$ cat src/rtl/mrfc_pkg.sv
// Package for the Modbus RTU frame checker.
// Holds word types, status codes, sizes and the CRC-16 byte update.
// No dependencies.
`timescale 1ns / 1ps

package mrfc_pkg;

  localparam int MAX_FRAME_BYTES = 256;
  localparam int MIN_FRAME       = 3;
  localparam int CRC_BYTES       = 2;
  localparam int BITS_PER_BYTE   = 8;
  localparam int CNT_W           = 9;
  localparam int QUEUE_DEPTH     = 4;
  localparam int QPTR_W          = $clog2(QUEUE_DEPTH);
  localparam int QCNT_W          = $clog2(QUEUE_DEPTH + 1);

  localparam logic [15:0] CRC_INIT = 16'hFFFF;
  localparam logic [15:0] CRC_POLY = 16'hA001;

  localparam logic       KIND_PDU     = 1'b0;
  localparam logic       KIND_VERDICT = 1'b1;

  localparam logic [1:0] STATUS_OK       = 2'd0;
  localparam logic [1:0] STATUS_SHORT    = 2'd1;
  localparam logic [1:0] STATUS_CRC_ERR  = 2'd2;
  localparam logic [1:0] STATUS_OVERLONG = 2'd3;

  typedef struct packed {
    logic [7:0] rx_byte;
    logic       end_of_frame;
  } in_t;

  typedef struct packed {
    logic       item_kind;
    logic [7:0] pdu_byte;
    logic [7:0] station_address;
    logic [7:0] pdu_length;
    logic [1:0] frame_status;
    logic       last;
  } out_t;

  typedef struct packed {
    logic       has_pdu;
    logic [7:0] pdu_byte;
    logic       has_verdict;
    logic [7:0] station_address;
    logic [7:0] pdu_length;
    logic [1:0] frame_status;
  } cmd_t;

  typedef struct packed {
    logic full;
    logic empty;
  } qstat_t;

  function automatic logic [15:0] crc_feed(input logic [15:0] crc, input logic [7:0] b);
    logic [15:0] c;
    c = crc ^ {8'h00, b};
    for (int i = 0; i < BITS_PER_BYTE; i++) begin
      if (c[0]) begin
        c = (c >> 1) ^ CRC_POLY;
      end else begin
        c = c >> 1;
      end
    end
    return c;
  endfunction

endpackage

$ cat src/rtl/mrfc_front.sv
// Front part: accepts frame bytes, runs the delay line, CRC and byte count,
// and classifies the bytes into queue commands. Depends on mrfc_pkg.
`timescale 1ns / 1ps

module mrfc_front (
  input  logic          clk,
  input  logic          rst_n,
  input  logic          in_valid,
  output logic          in_ready,
  input  mrfc_pkg::in_t in_data,
  input  mrfc_pkg::qstat_t q_stat,
  output logic          push,
  output mrfc_pkg::cmd_t push_cmd
);
  import mrfc_pkg::*;

  logic [15:0]      crc_r, crc_nxt;
  logic [7:0]       held0_r, held0_nxt;
  logic [7:0]       held1_r, held1_nxt;
  logic [CNT_W-1:0] count_r, count_nxt;
  logic [7:0]       addr_r, addr_nxt;

  logic             accept;
  logic             feed;
  logic             pdu_out;
  logic [15:0]      crc_fed;
  logic [7:0]       addr_cur;
  logic [CNT_W-1:0] count_inc;
  logic [15:0]      rx_crc;
  logic             eof;

  assign in_ready = !q_stat.full;
  assign accept   = in_valid && in_ready;
  assign eof      = in_data.end_of_frame;

  assign feed      = count_r >= CNT_W'(CRC_BYTES);
  assign pdu_out   = count_r > CNT_W'(CRC_BYTES);
  assign crc_fed   = feed ? crc_feed(crc_r, held0_r) : crc_r;
  assign addr_cur  = (count_r == CNT_W'(CRC_BYTES)) ? held0_r : addr_r;
  assign count_inc = (count_r < CNT_W'(MAX_FRAME_BYTES + 1)) ? count_r + CNT_W'(1) : count_r;
  assign rx_crc    = {in_data.rx_byte, held1_r};

  always_comb begin
    push_cmd             = '0;
    push_cmd.has_pdu     = pdu_out;
    push_cmd.pdu_byte    = held0_r;
    push_cmd.has_verdict = eof;
    if (count_inc < CNT_W'(MIN_FRAME)) begin
      push_cmd.frame_status = STATUS_SHORT;
    end else begin
      push_cmd.station_address = addr_cur;
      if (count_inc > CNT_W'(MAX_FRAME_BYTES)) begin
        push_cmd.frame_status = STATUS_OVERLONG;
      end else if (rx_crc != crc_fed) begin
        push_cmd.frame_status = STATUS_CRC_ERR;
      end else begin
        push_cmd.frame_status = STATUS_OK;
        push_cmd.pdu_length   = 8'(count_inc - CNT_W'(MIN_FRAME));
      end
    end
  end

  assign push = accept && (pdu_out || eof);

  always_comb begin
    crc_nxt   = crc_r;
    held0_nxt = held0_r;
    held1_nxt = held1_r;
    count_nxt = count_r;
    addr_nxt  = addr_r;
    if (accept) begin
      if (eof) begin
        crc_nxt   = CRC_INIT;
        held0_nxt = '0;
        held1_nxt = '0;
        count_nxt = '0;
        addr_nxt  = '0;
      end else begin
        crc_nxt   = crc_fed;
        held0_nxt = held1_r;
        held1_nxt = in_data.rx_byte;
        count_nxt = count_inc;
        addr_nxt  = addr_cur;
      end
    end
  end

  always_ff @(posedge clk) begin
    if (!rst_n) begin
      crc_r   <= CRC_INIT;
      held0_r <= '0;
      held1_r <= '0;
      count_r <= '0;
      addr_r  <= '0;
    end else begin
      crc_r   <= crc_nxt;
      held0_r <= held0_nxt;
      held1_r <= held1_nxt;
      count_r <= count_nxt;
      addr_r  <= addr_nxt;
    end
  end

endmodule

$ cat config.mk
export PLATFORM = sky130hd
export DESIGN_NAME = mrfc_front
export DESIGN_NICKNAME = d
export VERILOG_FILES = /design/src/rtl/mrfc_pkg.sv /design/src/rtl/mrfc_front.sv
export SDC_FILE = /design/constraint.sdc
export NUM_CORES = 1
export LEC_CHECK = 0
export ABC_AREA = 1
export BUFFER_PORTS_ARGS = -buffer_cell sky130_fd_sc_hd__buf_2
export CAP_MARGIN = 15
export CORE_ASPECT_RATIO = 1.2
export CORE_MARGIN = 5
export CORE_UTILIZATION = 45
export DETAILED_ROUTE_END_ITERATION = 8
export MAX_ROUTING_LAYER = met4
export PLACE_DENSITY = 0.61
export SLEW_MARGIN = 20
export SYNTH_ARGS = -nofsm -noshare
export SYNTH_HDL_FRONTEND = slang
export SYNTH_SLANG_ARGS = --single-unit
$ cat constraint.sdc
create_clock -name clk -period 5.1 [get_ports clk]
set_input_delay 1.02 -clock clk [delete_from_list [all_inputs] [get_ports clk]]
set_output_delay 1.02 -clock clk [all_outputs]
set_load 0.03 [all_outputs]
# Word-level counts from Yosys, hierarchy flattened
# Index checks and enable logic that the tools add are counted.
[word_totals] reg_bits=49 latch_bits=0 mem_bits_rw=0 mem_bits_ro=0 in_bits=14 output_inout_bits=30 wordCells=49 mem_count=0
[classes] n_addsub=2 n_mul=0 n_div=0 n_lt_le_gt_ge=5 eq_ne=2 shift=0 n_mux=22 bitwise=9 reduce_logical=4
[ops] operator="$mux W16" count=11
[ops] operator="$mux W8" count=6
[ops] operator="$not A2 Y3" count=8
[ops] operator="$mux W9" count=2
[ops] operator="$ne A16 B16 Y1" count=1
[ops] operator="$xor A16 B8 Y16" count=1
[ops] operator="$add A9 B1 Y9 const B" count=1
[ops] operator="$eq A9 B2 Y1 const B" count=1
[ops] operator="$ge A9 B2 Y1 const B" count=1
[ops] operator="$gt A9 B2 Y1 const B" count=1
[ops] operator="$gt A9 B9 Y1 const B" count=1
[ops] operator="$lt A9 B2 Y1 const B" count=1
[ops] operator="$lt A9 B9 Y1 const B" count=1
[ops] operator="$sub A8 B2 Y8 const B" count=1
[ops] operator="$mux W2" count=3
[ops] operator="$logic_and A1 B1 Y1" count=2
[ops] operator="$logic_not A1 Y1" count=1
[ops] operator="$logic_or A1 B1 Y1" count=1

# Longest topological paths before layout
# Gate-level depths: netlist (run 1).
[logic_depth] depth_word=22 mapped_depth=19

# Worst setup path after synthesis (run 1)
# Ideal clock, no wire load.
[synth_timing] path_type="register to output" startpoint="reg count_r[0]" endpoint="out push_cmd[2] (netlist name)" arrival_ns=2.392 required_ns=4.080 slack_ns=1.688 path_stages_with_launch=15 path_buffers=1 path_cell_list="dfxtp_1 inv_1 ha_1 inv_1 clkbuf_1 nand3_1 nand2_1 nand2_1 nand2_1 nand2_1 nor3_2 nand3_1 nor2_2 nand3_2 nor2_1"
[synth_rtl] item="start, declared" line="mrfc_front.sv:20" text="logic [CNT_W-1:0] count_r, count_nxt;"
[synth_rtl] item="start signal, assigned" line="mrfc_front.sv:99" text="count_r <= count_nxt;"
[synth_rtl] item="end, declared" line="mrfc_front.sv:13" text="output mrfc_pkg::cmd_t push_cmd"

==> impl_metrics.json, run 1 <==
{
  "insertion_delay_ns": 0.31,
  "syn_inst": 585,
  "layout.nets": 634,
  "setup_viol": 0,
  "synth_area_leader_cell": "dfxtp_1",
  "rsz0062_at_grt": "no",
  "hold_viol_final": 0,
  "worst_pin_slew_ns": 1.07,
  "slowest_stage": "inv_1",
  "synth_top_area_share_pct": 28.9,
  "synth.area.top_cells": "dfxtp_1 (29%), nand2_1 (27%), inv_1 (6.9%)",
  "worstPathRequired_ns": 4.08,
  "io_buffers": 42,
  "status": "finished clean",
  "critPathLaunchType": "flip-flop",
  "drt-initial-drc-count": 105,
  "io_pins": 44,
  "synth_flop_cell": "dfxtp_1",
  "clock_path_buffers": 2,
  "postCtsSetupBuffers": 0,
  "final_cell_count_no_fill": 707,
  "synth-compound-area-share_pct": 11.3,
  "p_leak_uw": 0.00185,
  "crit_type": "reg -> out",
  "post-route-period-util_pct": 82.4,
  "slew_headroom_pct": 28.4,
  "synth_edf_count": 0,
  "die_h_microns": 105,
  "hp-class": "reg -> reg",
  "routed_wl_microns": 9250,
  "n_antenna_cell": 0,
  "rows": 34,
  "hold_buffers": 0,
  "fin_hold_ws_ns": 0.470,
  "ir_worst_vdd_mv": 0.123,
  "drv_slew": 0,
  "cts_buffers": 5,
  "drv_cap": 0,
  "synth-simple-area-share_pct": 45.4,
  "fp.dieW_microns": 89.3,
  "synth.most_common_cell": "nand2_1",
  "ant_nets": 0,
  "ys_types": 32,
  "overflow": 0,
  "cp_max_fo": 22,
  "core_sq_um": 7320,
  "crit_arrival_ns": 3.18,
  "area_growth_syn_to_layout_pct": 9.66,
  "tritoncts": "yes",
  "grt_use_total_pct": 21.0,
  "syn_area_sq_um": 3390,
  "ys_seq_elements": 49,
  "drive_gt1_share_pct": 12.8,
  "path_cells": "inv_1, ha_1, inv_1, nand2_4, nand2_1, nand2_1, nand2_1, nand2_1, nor2_1, nand2_1, nor2_2, nand3_1, nor2_2, nand3_2, nor2_1, buf_2",
  "cp-end-kind": "primary output",
  "root_buffer": "clkbuf_8",
  "cp_num_buf_inv": 3,
  "fp.dieArea_sq_um": 9390,
  "grt_pass1_wl_microns": 15500,
  "path_common_cell": "nand2_1",
  "first_pass_iters": 5,
  "synth-xor-area-share_pct": 2.58,
  "max_freq_ghz": 0.238,
  "vias": 3648,
  "synthMuxAreaShare_pct": 0.295,
  "p_per_area_nw_per_um2": 192,
  "synthTopCellsByCount": "nand2_1 (246), inv_1 (62), dfxtp_1 (49)",
  "dpl.cell_count": 699,
  "setup_tns_ns": 0,
  "crit_family": "simple AND/OR/NAND/NOR gates",
  "yosysSeqAreaShare_pct": 28.9,
  "async_flop_share_pct": 0,
  "grt_max_degree": 37,
  "synth_top_family_by_area": "simple AND/OR/NAND/NOR gates",
  "dpl.hpwl_microns": 6870,
  "antenna_found_initial": 0,
  "max_stage_delay_ns": 0.43,
  "avgSynthCellArea_sq_um": 5.80,
  "ys.warnings.count": 0,
  "initial_core_util_pct": 46.4,
  "gp_congestion": 0.847,
  "grt_pass1_vias": 3414,
  "cts_max_level": 2,
  "synth_fa_ha_area_share_pct": 1.47,
  "via_per_inst": 5.16,
  "route.detailed.drc": 0,
  "skew_ns": 0.00348,
  "clk_pin_slew_ns": 0.09,
  "cts_resized": 0,
  "post_drt_wl_per_cell_microns": 13.1,
  "layout_min_cycle_time_ns": 4.20,
  "syn-num-nets": 603,
  "clkSinkCount": 49
}
-- flip-flops by register name, summed over array words and instances (netlist names) --
name     cells
addr_r       8
held1_r      8
count_r      9
crc_r       16
held0_r      8
-- layer usage --
layer	global-route usage (%)	up-vias	wire, microns
met1	24.1	1671	3940
met3	3.15	19	339
li1	-	1896	-
met2	36.2	62	4720
met5	-	-	0
met4	7.77	0	259
-- worst paths after layout --
check / from / to / slack [ns] / cells past startpoint
worst max-delay path: count_r[0] / push_cmd[3] / 0.90 / 16
worst min-delay path: addr_r[4] / addr_r[4] / 0.47 / 2
worst max register to register: count_r[0] / crc_r[0] / 2.87 / 10
worst min register to register: addr_r[4] / addr_r[4] / 0.47 / 2
-- power breakdown --
part           total (uW)  internal (uW)  switching (uW)  leakage [uW]
clock                 234           95.1             139     0.0000439
sequential            392            387            4.71      0.000396
combinational        90.0           26.5            63.5       0.00141
-- final cells by class --
class | instances | area, sq um
fill | 810 | 3590
sequential | 49 | 981
timing repair buffer | 44 | 225
clock inverter | 3 | 17.5
multi-input combinational | 452 | 2080
inverter | 64 | 240
clock buffer | 5 | 68.8
tap | 90 | 113
-- metrics by stage --
step	total power, uW	utilization [%]	setup slack [ns]	cell area, sq um
floorplan	464	-	1.69	3390
global placement	490	49.7	1.25	3640
detailed placement	491	49.7	1.25	3640
CTS	726	50.9	0.899	3720
global route	751	50.9	0.594	3720
finish	716	50.9	0.897	3720
-- worst reg2reg max path, delay by kind of cell (launching register included) --
family / cells / cell delay [ns]
flops: 1 / 0.42
buf+inv: 2 / 0.53
fa+ha+maj: 1 / 0.24
compound gates: 3 / 0.33
simple gates: 4 / 0.59
-- cells by family after synthesis --
logic type | Yosys count
flip-flops | 49
AND/OR/NAND/NOR | 365
AO/OA/AOI/OAI | 72
multiplexers | 1
XOR/XNOR | 10
adder cells (fa/ha/maj) | 4
buffers and inverters | 84
-- layout by cell type (no fill, tap or decap), drive strengths merged, types with 8 or more instances in the layout --
cell / count
buf: 44
nand3: 46
nor2: 46
nand2: 255
inv: 62
dfxtp: 49
a21oi: 37
o22ai: 11
or2: 8
o21ai: 20
No activity file was read; power rests on OpenSTA's default activity.
==> inputs of run 2 (changes only) <==
--- a/config.mk
+++ b/config.mk
@@ -13,7 +13,7 @@
 export CORE_UTILIZATION = 45
 export DETAILED_ROUTE_END_ITERATION = 8
 export MAX_ROUTING_LAYER = met4
-export PLACE_DENSITY = 0.61
+export PLACE_DENSITY = 0.63
 export SLEW_MARGIN = 20
 export SYNTH_ARGS = -nofsm -noshare
 export SYNTH_HDL_FRONTEND = slang
==> constraint.sdc (replaced) <==
create_clock -name clk -period 3.6 [get_ports clk]
set_input_delay 0.72 -clock clk [delete_from_list [all_inputs] [get_ports clk]]
set_output_delay 0.72 -clock clk [all_outputs]
set_load 0.03 [all_outputs]
==> impl_metrics.json, run 2 (synthesized netlist as in run 1, its figures left out) <==
{
  "via_per_inst": 5.10,
  "dpl.cell_count": 704,
  "ir_worst_vdd_mv": 0.157,
  "slew_headroom_pct": 59.9,
  "cts_max_level": 2,
  "io_buffers": 42,
  "cp_max_fo": 22,
  "drive_gt1_share_pct": 14.8,
  "layout_min_cycle_time_ns": 3.38,
  "drv_slew": 0,
  "p_per_area_nw_per_um2": 267,
  "hp-class": "reg -> reg",
  "vias": 3627,
  "postCtsSetupBuffers": 0,
  "reg_top3": "crc_r (16), count_r (9)",
  "post_drt_wl_per_cell_microns": 13.1,
  "skew_ns": 0.00796,
  "tritoncts": "yes",
  "hold_viol_final": 0,
  "antenna_found_initial": 0,
  "largest_register": "crc_r",
  "path_common_cell": "nand2_1",
  "layout.nets": 639,
  "largest_reg_flops": 16,
  "grt_pass1_vias": 3354,
  "ant_nets": 0,
  "io_pins": 44,
  "post-route-period-util_pct": 94.0,
  "cp-end-kind": "primary output",
  "clkSinkCount": 49,
  "clock_path_buffers": 2,
  "grt_pass1_wl_microns": 15500,
  "core_sq_um": 7320,
  "initial_core_util_pct": 46.4,
  "fp.dieW_microns": 89.3,
  "crit_family": "simple AND/OR/NAND/NOR gates",
  "overflow": 0,
  "routed_wl_microns": 9350,
  "p_leak_uw": 0.00189,
  "layout_commonest_cell": "nand2_1",
  "first_pass_iters": 4,
  "gp_congestion": 0.813,
  "area_growth_syn_to_layout_pct": 12.4,
  "route.detailed.drc": 0,
  "grt_use_total_pct": 21.1,
  "worstPathRequired_ns": 2.88,
  "path_cells": "nor2_2, nand2_2, nor2_4, nand2_8, nand2_1, nand2_1, nand2_1, nand2_1, nor2_1, nand2_1, nor2_2, nand3_1, nor2_4, nand3_4, nor2_1, clkbuf_4",
  "die_h_microns": 105,
  "clk_pin_slew_ns": 0.09,
  "setup_viol": 0,
  "crit_arrival_ns": 2.66,
  "grt_max_degree": 29,
  "slowest_stage": "dfxtp_1",
  "critPathLaunchType": "flip-flop",
  "status": "finished clean",
  "rows": 34,
  "final_cell_count_no_fill": 711,
  "max_stage_delay_ns": 0.37,
  "dpl.hpwl_microns": 6880,
  "fillCellCount": 797,
  "multi_input_area_sq_um": 2110,
  "ff_latch_area_sq_um": 988,
  "cts_buffers": 5,
  "final_cell_mix": "nand2_1 (244), inv_1 (61), nand3_1 (45)",
  "power_uw": 1020,
  "root_buffer": "clkbuf_8",
  "worst_pin_slew_ns": 0.598,
  "n_antenna_cell": 0,
  "insertion_delay_ns": 0.30,
  "fp.dieArea_sq_um": 9390,
  "crit_type": "reg -> out",
  "drv_cap": 0,
  "cp_num_buf_inv": 1,
  "drt-initial-drc-count": 159,
  "max_freq_ghz": 0.296
}
## run 2: cell types whose count changed in the layout (fill, tap and decap cells not counted), sizes merged
cell      delta
buf          +4
clkbuf       +3
clkinvlp     -1
clkinv       -2
## run 2: what timing repair did
item	in CTS	in global routing
hold buffers	0	0
endpoints found under the setup margin	0	17
gates resized for setup	0	18
## run 2: worst min-delay path, cell delays in order (launching register included)
cell,delay (ns)
dfxtp_1,0.32
nand2_1,0.06
a21oi_1,0.05
## run 2: path summary, 6_finish.rpt
kind	startpoint	end	slack [ns]	cells after the start
max	count_r[2]	push_cmd[6]	0.22	16
max reg2reg	held0_r[5]	crc_r[0]	1.62	17
min reg2reg	addr_r[4]	addr_r[4]	0.47	2
min	addr_r[4]	addr_r[4]	0.47	2
## run 2: where the power goes
part / switching, uW / total, uW / internal (uW)
registers: 6.75 / 555 / 548
logic: 92.8 / 133 / 40.3
clock network: 179 / 332 / 153
## run 2: metal layers
| layer | global-route usage, % | vias up | part of all wire (%) |
|---|---|---|---|
| met5 | - | - | 0 |
| met4 | 5.32 | 0 | 1.2 |
| met3 | 2.68 | 8 | 3.3 |
| met2 | 37.4 | 65 | 53 |
| met1 | 24.5 | 1660 | 43 |
| li1 | - | 1894 | - |
## run 2: stage by stage
step	instance area [sq um]	setup slack, ns	utilization, %	TNS [ns]	hold WS, ns
after floorplan	3390	0.488	-	0	0.442
after global placement	3670	0.492	50.2	0	0.450
after detailed placement	3670	0.439	50.2	0	0.460
after CTS	3760	0.0975	51.4	0	0.475
after global routing	3820	-0.0177	52.2	-0.0591	0.489
final	3820	0.217	52.2	0	0.472
## run 2: final cells by class
cell class / count / area share, %
Tap cell: 90 / 2.95
Timing Repair Buffer: 49 / 7.25
Multi-Input combinational cell: 452 / 55.3
Inverter: 64 / 6.30
Sequential cell: 49 / 25.9
Clock buffer: 7 / 2.26
==> inputs of run 3 (changes only) <==
--- a/config.mk
+++ b/config.mk
@@ -9,7 +9,7 @@
 export BUFFER_PORTS_ARGS = -buffer_cell sky130_fd_sc_hd__buf_2
 export CAP_MARGIN = 15
 export CORE_ASPECT_RATIO = 1.2
-export CORE_MARGIN = 5
+export CORE_MARGIN = 4
 export CORE_UTILIZATION = 45
 export DETAILED_ROUTE_END_ITERATION = 8
 export MAX_ROUTING_LAYER = met4
==> impl_metrics.json, run 3 (synthesized netlist as in run 1, its figures left out) <==
{
  "grt_pass1_vias": 3280,
  "crit_arrival_ns": 2.66,
  "layout.nets": 642,
  "via_per_inst": 5.08,
  "die_h_microns": 103,
  "io_pins": 44,
  "largest_reg_flops": 16,
  "slowest_stage": "dfxtp_2",
  "cp_max_fo": 13,
  "layout_min_cycle_time_ns": 3.38,
  "worstRegToRegCells": 14,
  "ff_latch_area_sq_um": 982,
  "worst_slack_ns": 0.223,
  "worst_pin_slew_ns": 0.618,
  "drt-initial-drc-count": 179,
  "rows": 34,
  "insertion_delay_ns": 0.30,
  "drt-met1-wl_microns": 3960,
  "status": "finished clean",
  "overflow": 0,
  "fp.dieW_microns": 87.3,
  "max_stage_delay_ns": 0.37,
  "ant_nets": 0,
  "largest_register": "crc_r",
  "critPathLaunchType": "flip-flop",
  "io_buffers": 42,
  "area_growth_syn_to_layout_pct": 12.6,
  "cts_max_level": 2,
  "grt_max_degree": 29,
  "p_per_area_nw_per_um2": 268,
  "preCtsSetupSlack_ns": 0.415,
  "routed_wl_microns": 9150,
  "fp.dieArea_sq_um": 9000,
  "vias": 3627,
  "hp-class": "reg -> reg",
  "reg2reg_to": "crc_r[0]",
  "antenna_found_initial": 0,
  "hold_viol_final": 0,
  "dpl.hpwl_microns": 6900,
  "post-route-period-util_pct": 93.8,
  "rsz0062_at_grt": "no",
  "fillCellCount": 795,
  "grt_pass1_wl_microns": 15300,
  "startpoint": "count_r[0]",
  "setup_tns_ns": 0,
  "clk_pin_slew_ns": 0.09,
  "slew_headroom_pct": 58.8,
  "clkSinkCount": 49,
  "final_cell_mix": "nand2_1 (245), inv_1 (61), dfxtp_1 (48)",
  "route.detailed.drc": 0,
  "highest_layer": "met4",
  "hold_buffers": 0,
  "drv_cap": 0,
  "multi_input_area_sq_um": 2110,
  "reg_top3": "crc_r (16), count_r (9)",
  "path_cells": "inv_1, ha_1, inv_2, buf_6, nand3_1, nand2_1, nand2_1, nand2_1, nand2_1, nor3_2, nand3_1, nor2_4, nand3_4, nor2_1, buf_2",
  "root_buffer": "clkbuf_8",
  "power_uw": 1030,
  "dpl.cell_count": 707,
  "postCtsSetupBuffers": 0,
  "layout_commonest_cell": "nand2_1",
  "regToRegSetupSlack_ns": 1.58,
  "rr_startpoint": "held0_r[6]",
  "gp_congestion": 0.817,
  "max_freq_ghz": 0.296,
  "initial_core_util_pct": 46.4,
  "cp-endpoint": "push_cmd[5]",
  "core_sq_um": 7320,
  "post_drt_wl_per_cell_microns": 12.8,
  "skew_ns": 0.00956,
  "drive_gt1_share_pct": 14.1,
  "n_antenna_cell": 0,
  "setup_viol": 0,
  "crit_type": "reg -> out",
  "final_cell_count_no_fill": 714,
  "wl_met3_microns": 354,
  "p_leak_uw": 0.00190,
  "met2WireLength_microns": 4680,
  "cts_buffers": 5,
  "cp-end-kind": "primary output",
  "worstPathRequired_ns": 2.88,
  "grt_use_total_pct": 21.8,
  "drv_slew": 0,
  "ir_worst_vdd_mv": 0.158,
  "tritoncts": "yes",
  "path_common_cell": "nand2_1",
  "clock_path_buffers": 2,
  "first_pass_iters": 4
}
==> run 3: per-stage QoR <==
stage	util [%]	instance area, sq um	hold slack, ns
6_report	52.3	3820	0.469
5_1_grt	52.3	3820	0.499
4_1_cts	51.7	3780	0.472
3_5_place_dp	50.5	3700	0.458
3_3_place_gp	50.5	3700	0.449
2_1_floorplan	-	3390	0.442
==> run 3: how the worst min path moves through the flow <==
stage               startpoint        end  slack (ns)  cells after the start
global placement     addr_r[5]  addr_r[5]        0.45                      2
CTS                  addr_r[4]  addr_r[4]        0.47                      2
floorplan            addr_r[0]  addr_r[0]        0.44                      2
finish               addr_r[3]  addr_r[3]        0.47                      2
global route         addr_r[4]  addr_r[4]        0.50                      2
detailed placement   addr_r[4]  addr_r[4]        0.46                      2
==> run 3: area by class of cell <==
type / count / area share, %
inverter: 64 / 6.28
tap: 90 / 2.95
timing repair buffer: 52 / 7.76
sequential: 49 / 25.7
multi-input combinational: 452 / 55.1
clock buffer: 7 / 2.26
==> run 3: worst max-delay path: cells and delay by family (launching register included) <==
kind / cells / cell delay, ns
AND/OR/NAND/NOR: 10 / 1.17
flip-flops: 1 / 0.37
buffers and inverters: 4 / 0.58
adder cells (fa/ha/maj): 1 / 0.23
==> run 3: where the power goes <==
part | internal, uW | total (uW) | switching, uW
Combinational | 42.1 | 135 | 92.7
Clock | 153 | 337 | 184
Sequential | 548 | 555 | 6.57
==> run 3: routing by layer <==
metal	global-route usage, %	vias up
met2	38.9	63
met4	5.79	0
met1	26.0	1639
li1	-	1915
met5	-	-
met3	2.32	10
==> run 3: what timing repair did <==
action	CTS	global route
gates resized for setup	0	11
setup endpoints to repair	0	17
hold endpoints to repair	0	0
